`src/design/rsi_pkg.sv`:
```
`timescale 1ns / 1ps
`default_nettype none

package rsi_pkg;

    localparam int CFG_INDEX_WIDTH = 4;
    localparam logic [CFG_INDEX_WIDTH-1:0] CFG_FORWARD_ONLY = 4'd0;
    localparam logic [CFG_INDEX_WIDTH-1:0] CFG_MISS_COORD   = 4'd1;

    localparam logic [63:0] MISS_INT = 64'd1000;

    localparam int QUEUE_DEPTH = 8;
    localparam int PTR_W       = 3;
    localparam int CNT_W       = 5;

    // {hit, sign_x, sign_y, d_mag, tn_mag, dx_mag, dy_mag, x1, y1}
    function automatic int entry_width(input int w);
        return 3 + 4 * (w + 1) + 4 * w;
    endfunction

endpackage

`default_nettype wire

```
`src/design/rsi_fifo.sv`:
```
`timescale 1ns / 1ps
`default_nettype none

module rsi_fifo #(
    parameter int WIDTH = 8
) (
    input  wire logic                      clk,
    input  wire logic                      rst_n,
    input  wire logic                      push,
    input  wire logic [WIDTH-1:0]          push_data,
    input  wire logic                      pop,
    output logic      [WIDTH-1:0]          pop_data,
    output logic                           empty,
    output logic      [rsi_pkg::CNT_W-1:0] count
);

    logic [WIDTH-1:0]            mem [0:rsi_pkg::QUEUE_DEPTH-1];
    logic [rsi_pkg::PTR_W-1:0]   wr_ptr_reg, wr_ptr_next;
    logic [rsi_pkg::PTR_W-1:0]   rd_ptr_reg, rd_ptr_next;
    logic [rsi_pkg::CNT_W-1:0]   count_reg, count_next;

    always_comb
    begin
        wr_ptr_next = push ? wr_ptr_reg + 1'b1 : wr_ptr_reg;
        rd_ptr_next = pop ? rd_ptr_reg + 1'b1 : rd_ptr_reg;
        count_next  = count_reg + rsi_pkg::CNT_W'(push) - rsi_pkg::CNT_W'(pop);
    end

    always_ff @(posedge clk or negedge rst_n)
    begin
        if (!rst_n)
        begin
            wr_ptr_reg <= '0;
            rd_ptr_reg <= '0;
            count_reg  <= '0;
        end
        else
        begin
            wr_ptr_reg <= wr_ptr_next;
            rd_ptr_reg <= rd_ptr_next;
            count_reg  <= count_next;
        end
    end

    always_ff @(posedge clk)
    begin
        if (push)
        begin
            mem[wr_ptr_reg] <= push_data;
        end
    end

    assign pop_data = mem[rd_ptr_reg];
    assign empty    = (count_reg == '0);
    assign count    = count_reg;

endmodule

`default_nettype wire

```
`config.mk`:
```
export PLATFORM = sky130hd
export DESIGN_NAME = rsi_fifo
export DESIGN_NICKNAME = d
export VERILOG_FILES = /design/src/design/rsi_pkg.sv /design/src/design/rsi_fifo.sv
export SDC_FILE = /design/constraint.sdc
export NUM_CORES = 1
export LEC_CHECK = 0
export ABC_CLOCK_PERIOD_IN_PS = 2400
export BUFFER_PORTS_ARGS = -buffer_cell sky130_fd_sc_hd__clkbuf_2
export CORE_AREA = 2 2 94 96
export CTS_BUF_LIST = sky130_fd_sc_hd__clkbuf_8
export DETAILED_ROUTE_END_ITERATION = 6
export DIE_AREA = 0 0 96 98
export HOLD_SLACK_MARGIN = 0.06
export MAX_ROUTING_LAYER = met4
export PLACE_DENSITY_LB_ADDON = 0.1
export REMOVE_ABC_BUFFERS = 1
export SETUP_SLACK_MARGIN = 0.05
export SYNTH_ARGS = -nofsm -noshare
export SYNTH_HDL_FRONTEND = slang
export SYNTH_SLANG_ARGS = --single-unit
```
`constraint.sdc`:
```
create_clock -name clk -period 2.4 [get_ports clk]
set_input_delay 0.36 -clock clk [delete_from_list [all_inputs] [get_ports clk]]
set_output_delay 0.36 -clock clk [all_outputs]
set_load 0.03 [all_outputs]
```
==> results of run 1 <==
==> kinds of logic (layout without fill, tap and decap cells) <==
family	Yosys count	after routing
simple gates	19	19
xor+xnor	8	8
buf+inv	13	62
flops	75	75
fa+ha+maj	9	9
compound gates	3	3
mux	26	26
==> stage by stage <==
stage | hold WS [ns] | cells | utilization | area [um^2]
after detailed placement | 0.263 | 290 | 0.402 | 3400
final | 0.289 | 310 | 0.434 | 3670
after global placement | 0.255 | 290 | 0.402 | 3400
after floorplan | 0.0644 | 148 | - | 3060
after CTS | 0.280 | 308 | 0.429 | 3630
after global routing | 0.292 | 310 | 0.434 | 3670
==> worst paths after layout <==
check	startpoint	to	slack [ns]	cells past startpoint
worst max-delay path	rd_ptr_reg[0]	pop_data[3]	0.11	4
worst min register to register	wr_ptr_reg[2]	wr_ptr_reg[2]	0.57	1
max in group asynchronous	rst_n	rd_ptr_reg[0]	1.71	2
worst max register to register	count[0]	count[4]	0.51	9
worst min-delay path	pop	rd_ptr_reg[0]	0.29	2
min in group asynchronous	rst_n	wr_ptr_reg[2]	0.43	2
==> worst register-to-register path, stage by stage, from the launching register on <==
cell      delay [ns]
dfrtp_1         0.39
inv_1           0.06
ha_1            0.26
inv_1           0.06
ha_1            0.15
inv_1           0.06
fa_1            0.39
nand2b_1        0.16
a21oi_1         0.15
xnor2_1         0.15
==> report_power, final <==
group	internal, mW	switching [mW]
Sequential	1.69	0.227
Clock	0.583	0.449
Combinational	0.835	0.914
Total	3.11	1.59
==> timing repair <==
action / in CTS / in global routing
cloned: 0 / 1
hold buffers: 1 / 0
gates resized for setup: 1 / 10
endpoints found under the setup margin: 8 / 7
setup buffers: 1 / 1
hold endpoints to repair: 11 / 0
==> cells in the final DEF (no fill, tap or decap), types with 3 or more instances in the layout <==
cell type | synthesis | final
edfxtp_1 | 64 | 64
clkbuf_2 | 0 | 20
mux4_1 | 16 | 16
buf_4 | 0 | 12
mux2_2 | 10 | 10
clkbuf_8 | 0 | 9
dfrtp_1 | 11 | 9
inv_1 | 8 | 8
ha_1 | 8 | 8
nor2_1 | 7 | 7
xor2_1 | 4 | 4
xnor2_1 | 4 | 4
nand2b_1 | 4 | 4
nand2_1 | 4 | 4
buf_2 | 1 | 3
==> layer usage <==
layer	global-route usage	vias to the layer above	share of wire
li1	-	700	-
met1	0.172	755	0.43
met2	0.206	26	0.53
met3	0.0255	7	0.027
met4	0.0560	0	0.013
met5	-	-	0
==> cell type report <==
class                           instances  area share
Sequential cell                        75       0.599
Multi-Input combinational cell         65       0.227
Timing Repair Buffer                   38      0.0709
Tap cell                              108      0.0368
Clock buffer                            9      0.0337
Clock inverter                          7      0.0249
Inverter                                8     0.00818
==> flow_metrics.env, run 1 <==
export IMPL_fin_crit_ns=2.29
export IMPL_slew_headroom=0.631
export IMPL_hold_viol=0
export IMPL_critPathMaxFanout=8
export IMPL_grt_first_pass_wirelength_um=8580
export IMPL_clkTransAtPathRegs_ns=0.07
export IMPL_tns_ns=0
export IMPL_io_pins=26
export IMPL_synth_area_leaders="edfxtp_1, mux4_1, dfrtp_1"
export IMPL_yosysMostFrequentCell="edfxtp_1"
export IMPL_track_usage=0.133
export IMPL_grt_pass1_vias=1624
export IMPL_post_place_ws_ns=0.328
export IMPL_path_cells="clkbuf_16 -> mux4_1 -> mux2_2 -> buf_2"
export IMPL_port_buffers=25
export IMPL_arrival_ns=1.93
export IMPL_synthAdderAreaFrac=0.0387
export IMPL_htree_num_levels=3
export IMPL_total_power_mw=4.70
export IMPL_p_per_area_nw_per_um2=1280
export IMPL_clockBufferDepth=2
export IMPL_root_buffer="clkbuf_8"
export IMPL_outcome="completed"
export IMPL_drc=0
export IMPL_synth_common_cells="edfxtp_1, mux4_1, dfrtp_1, mux2_2"
export IMPL_hpwl_um=3560
export IMPL_cts_buffers=9
export IMPL_finalWirelength_um=5590
export IMPL_setup_worst_path_end_class="output port"
export IMPL_die_w_um=96
export IMPL_dr_pass1_iters=6
export IMPL_start_util=0.367
export IMPL_die_h_um=98
export IMPL_ys_ff_latch=75
export IMPL_place_congestion=0.755
export IMPL_synth_edf_count=64
export IMPL_cts_tree="built"
export IMPL_leakagePower_nw=1.38
export IMPL_synth_area_per_cell_um2=20.3
export IMPL_critical_path_max_stage_delay_ns=0.54
export IMPL_grt_start_max_net_pins=19
export IMPL_drive_gt1_frac=0.317
export IMPL_ant_nets=0
export IMPL_fin_crit_sh=0.955
export IMPL_synth_xor_area_frac=0.0226
export IMPL_drv_slew=0
export IMPL_via_count=1488
export IMPL_worstPathRequired_ns=2.04
export IMPL_timing_fmax_mhz=436
export IMPL_synth_compound_area_frac=0.00565
export IMPL_finClkSkew_ns=0.00664
export IMPL_clock_sinks=75
export IMPL_num_nets_final=218
export IMPL_worst_ir_drop_vdd_v=0.000596
export IMPL_syn_to_final_growth_pct=18.3
export IMPL_yosys_warnings=0
export IMPL_rows=34
export IMPL_largest_reg_flops=64
export IMPL_critPathBufInv=2
export IMPL_worst_setup_path_start_kind="register"
export IMPL_path_class="reg2out"
export IMPL_worst_slew_pin_slew_ns=0.553
export IMPL_synthDistinctLibCells=21
export IMPL_synth_simple_area_share=0.0294
export IMPL_hold_path_class="in2reg"
export IMPL_num_fill_cells=757
export IMPL_synth_top_family_by_area="multiplexers"
export IMPL_antenna_found_initial=0
export IMPL_ys_seq_area_frac=0.708
export IMPL_setup_slack_ns=0.108
export IMPL_crit_family="multiplexers"
export IMPL_cp_slowest_cell="mux4_1"
export IMPL_first_iter_violations=87
export IMPL_regArea_um2=2200
export IMPL_syn_inst=153
export IMPL_async_flop_share=0.147
export IMPL_yosysTopAreaCell="edfxtp_1"
export IMPL_die_area_um2=9410
export IMPL_wire_per_inst_um=18.0
export IMPL_synth_top_cell_area_share=0.619
export IMPL_worst_skew_pair_late_latency_ns=0.33
export IMPL_route_detailed_vias_per_inst=4.80
export IMPL_setup_viol=0
export IMPL_n_antenna_cell=0
export IMPL_synth_main_ff_cell="edfxtp_1"
export IMPL_multiInputGateArea_um2=832
export IMPL_cap_violations=0
export IMPL_synth_mux_area_frac=0.172
export IMPL_rsz0062_at_grt="yes"
export IMPL_core_region_area_um2=8470
export IMPL_overflow=0
export IMPL_mappedNetlistArea_um2=3100
Note: power is estimated with default switching activity, not from simulation.
==> run 2, diff against run 1 <==
--- a/config.mk
+++ b/config.mk
@@ -14,7 +14,6 @@
 export HOLD_SLACK_MARGIN = 0.06
 export MAX_ROUTING_LAYER = met4
 export PLACE_DENSITY_LB_ADDON = 0.1
-export REMOVE_ABC_BUFFERS = 1
 export SETUP_SLACK_MARGIN = 0.05
 export SYNTH_ARGS = -nofsm -noshare
 export SYNTH_HDL_FRONTEND = slang
==> flow_metrics.env, run 2 (synthesis results as in run 1) <==
export IMPL_final_common_cell="edfxtp_1"
export IMPL_via_count=1508
export IMPL_hpwl_um=4000
export IMPL_route_detailed_vias_per_inst=4.79
export IMPL_setup_viol=0
export IMPL_slew_headroom=0.624
export IMPL_syn_num_nets=174
export IMPL_rows=34
export IMPL_dr_pass1_iters=4
export IMPL_clockBufferDepth=2
export IMPL_htree_num_levels=3
export IMPL_clkTransAtPathRegs_ns=0.07
export IMPL_n_antenna_cell=0
export IMPL_grt_first_pass_wirelength_um=8830
export IMPL_worst_ir_drop_vdd_v=0.000542
export IMPL_place_congestion=0.749
export IMPL_worst_skew_pair_late_latency_ns=0.34
export IMPL_met2_usage=0.207
export IMPL_path_class="reg2out"
export IMPL_grt_util_met3=0.0332
export IMPL_die_h_um=98
export IMPL_outcome="completed"
export IMPL_critPathMaxFanout=8
export IMPL_wire_per_inst_um=19.4
export IMPL_grt_pass1_vias=1641
export IMPL_setup_worst_path_end_class="output port"
export IMPL_busiest_layer="met2"
export IMPL_start_util=0.367
export IMPL_finalWirelength_um=6110
export IMPL_io_pins=26
export IMPL_grt_start_max_net_pins=19
export IMPL_ant_nets=0
export IMPL_cap_violations=0
export IMPL_drv_slew=0
export IMPL_worst_slew_pin_slew_ns=0.564
export IMPL_tns_ns=0
export IMPL_arrival_ns=1.95
export IMPL_port_buffers=25
export IMPL_fin_crit_sh=0.961
export IMPL_drive_gt1_frac=0.396
export IMPL_hold_viol=0
export IMPL_whs_ns=0.271
export IMPL_die_w_um=96
export IMPL_syn_to_final_growth_pct=18.1
export IMPL_track_usage=0.138
export IMPL_hold_path_class="in2reg"
export IMPL_met1_usage=0.182
export IMPL_clock_sinks=75
export IMPL_overflow=0
export IMPL_core_region_area_um2=8470
export IMPL_largest_reg_flops=64
export IMPL_p_per_area_nw_per_um2=1290
export IMPL_dp_cells=295
export IMPL_first_iter_violations=64
export IMPL_die_area_um2=9410
export IMPL_drc=0
export IMPL_num_nets_final=224
export IMPL_fin_crit_ns=2.31
export IMPL_finClkSkew_ns=0.00803
export IMPL_layout_common_cells="edfxtp_1, clkbuf_2, mux4_2, buf_4, inv_1"
export IMPL_cts_buffers=9
export IMPL_worstPathRequired_ns=2.04
export IMPL_cts_tree="built"
export IMPL_layoutNonFillerInstCount=315
export IMPL_worst_setup_path_start_kind="register"
export IMPL_root_buffer="clkbuf_8"
export IMPL_rsz0062_at_grt="yes"
export IMPL_timing_fmax_mhz=434
export IMPL_antenna_found_initial=0
export IMPL_leakagePower_nw=1.36
run 2: what timing repair did:
action,4_1_cts,5_1_grt
gates resized for setup,1,51
setup endpoints to repair,8,8
hold buffers,1,0
setup buffers,1,1
hold endpoints to repair,11,0
cloned,0,2
run 2: final cells by class:
class	count	area (um^2)
inverters	8	30.0
repair buffers	44	364
well taps	108	135
flip-flops and latches	75	2200
clock inverters	6	27.5
multi-input cells	65	783
fillers	766	4800
clock buffers	9	124
run 2: worst paths after layout:
kind                                    start       endpoint  slack, ns  depth (start not counted)
max in group asynchronous               rst_n  rd_ptr_reg[0]       1.71                          2
min in group asynchronous               rst_n       count[2]       0.44                          2
worst max-delay path            rd_ptr_reg[0]    pop_data[6]       0.09                          4
worst min register to register  wr_ptr_reg[1]  wr_ptr_reg[1]       0.56                          1
worst max register to register       count[0]       count[4]       0.48                          9
worst min-delay path                      pop  rd_ptr_reg[0]       0.27                          2
run 2: power by group:
| group | total, mW | internal, mW | switching, mW | leakage, nW |
|---|---|---|---|---|
| combinational | 2.02 | 1.06 | 0.963 | 0.564 |
| sequential | 1.95 | 1.69 | 0.259 | 0.708 |
| clock | 0.764 | 0.353 | 0.411 | 0.0863 |
| total | 4.73 | 3.10 | 1.63 | 1.36 |
run 2: per-stage QoR:
step                      cell area [um^2]  utilization  power [mW]  setup WS, ns
after CTS                             3610        0.426        4.45        0.0245
after global placement                3440        0.406        3.60         0.351
after detailed placement              3440        0.406        3.67         0.292
after global routing                  3660        0.433        5.02        0.0262
final                                 3660        0.433        4.73        0.0933
after floorplan                       3100            -        3.16         0.293
run 2: critical path: stages, from the launching register on:
cell       delay, ns
dfrtp_2         0.48
clkbuf_16       0.21
mux4_2          0.49
mux2_2          0.29
buf_6           0.14
run 2: metal layers:
metal	part of all wire	vias to the layer above
met2	0.49	28
met5	0	-
met3	0.033	10
met4	0.014	0
li1	-	689
met1	0.46	781
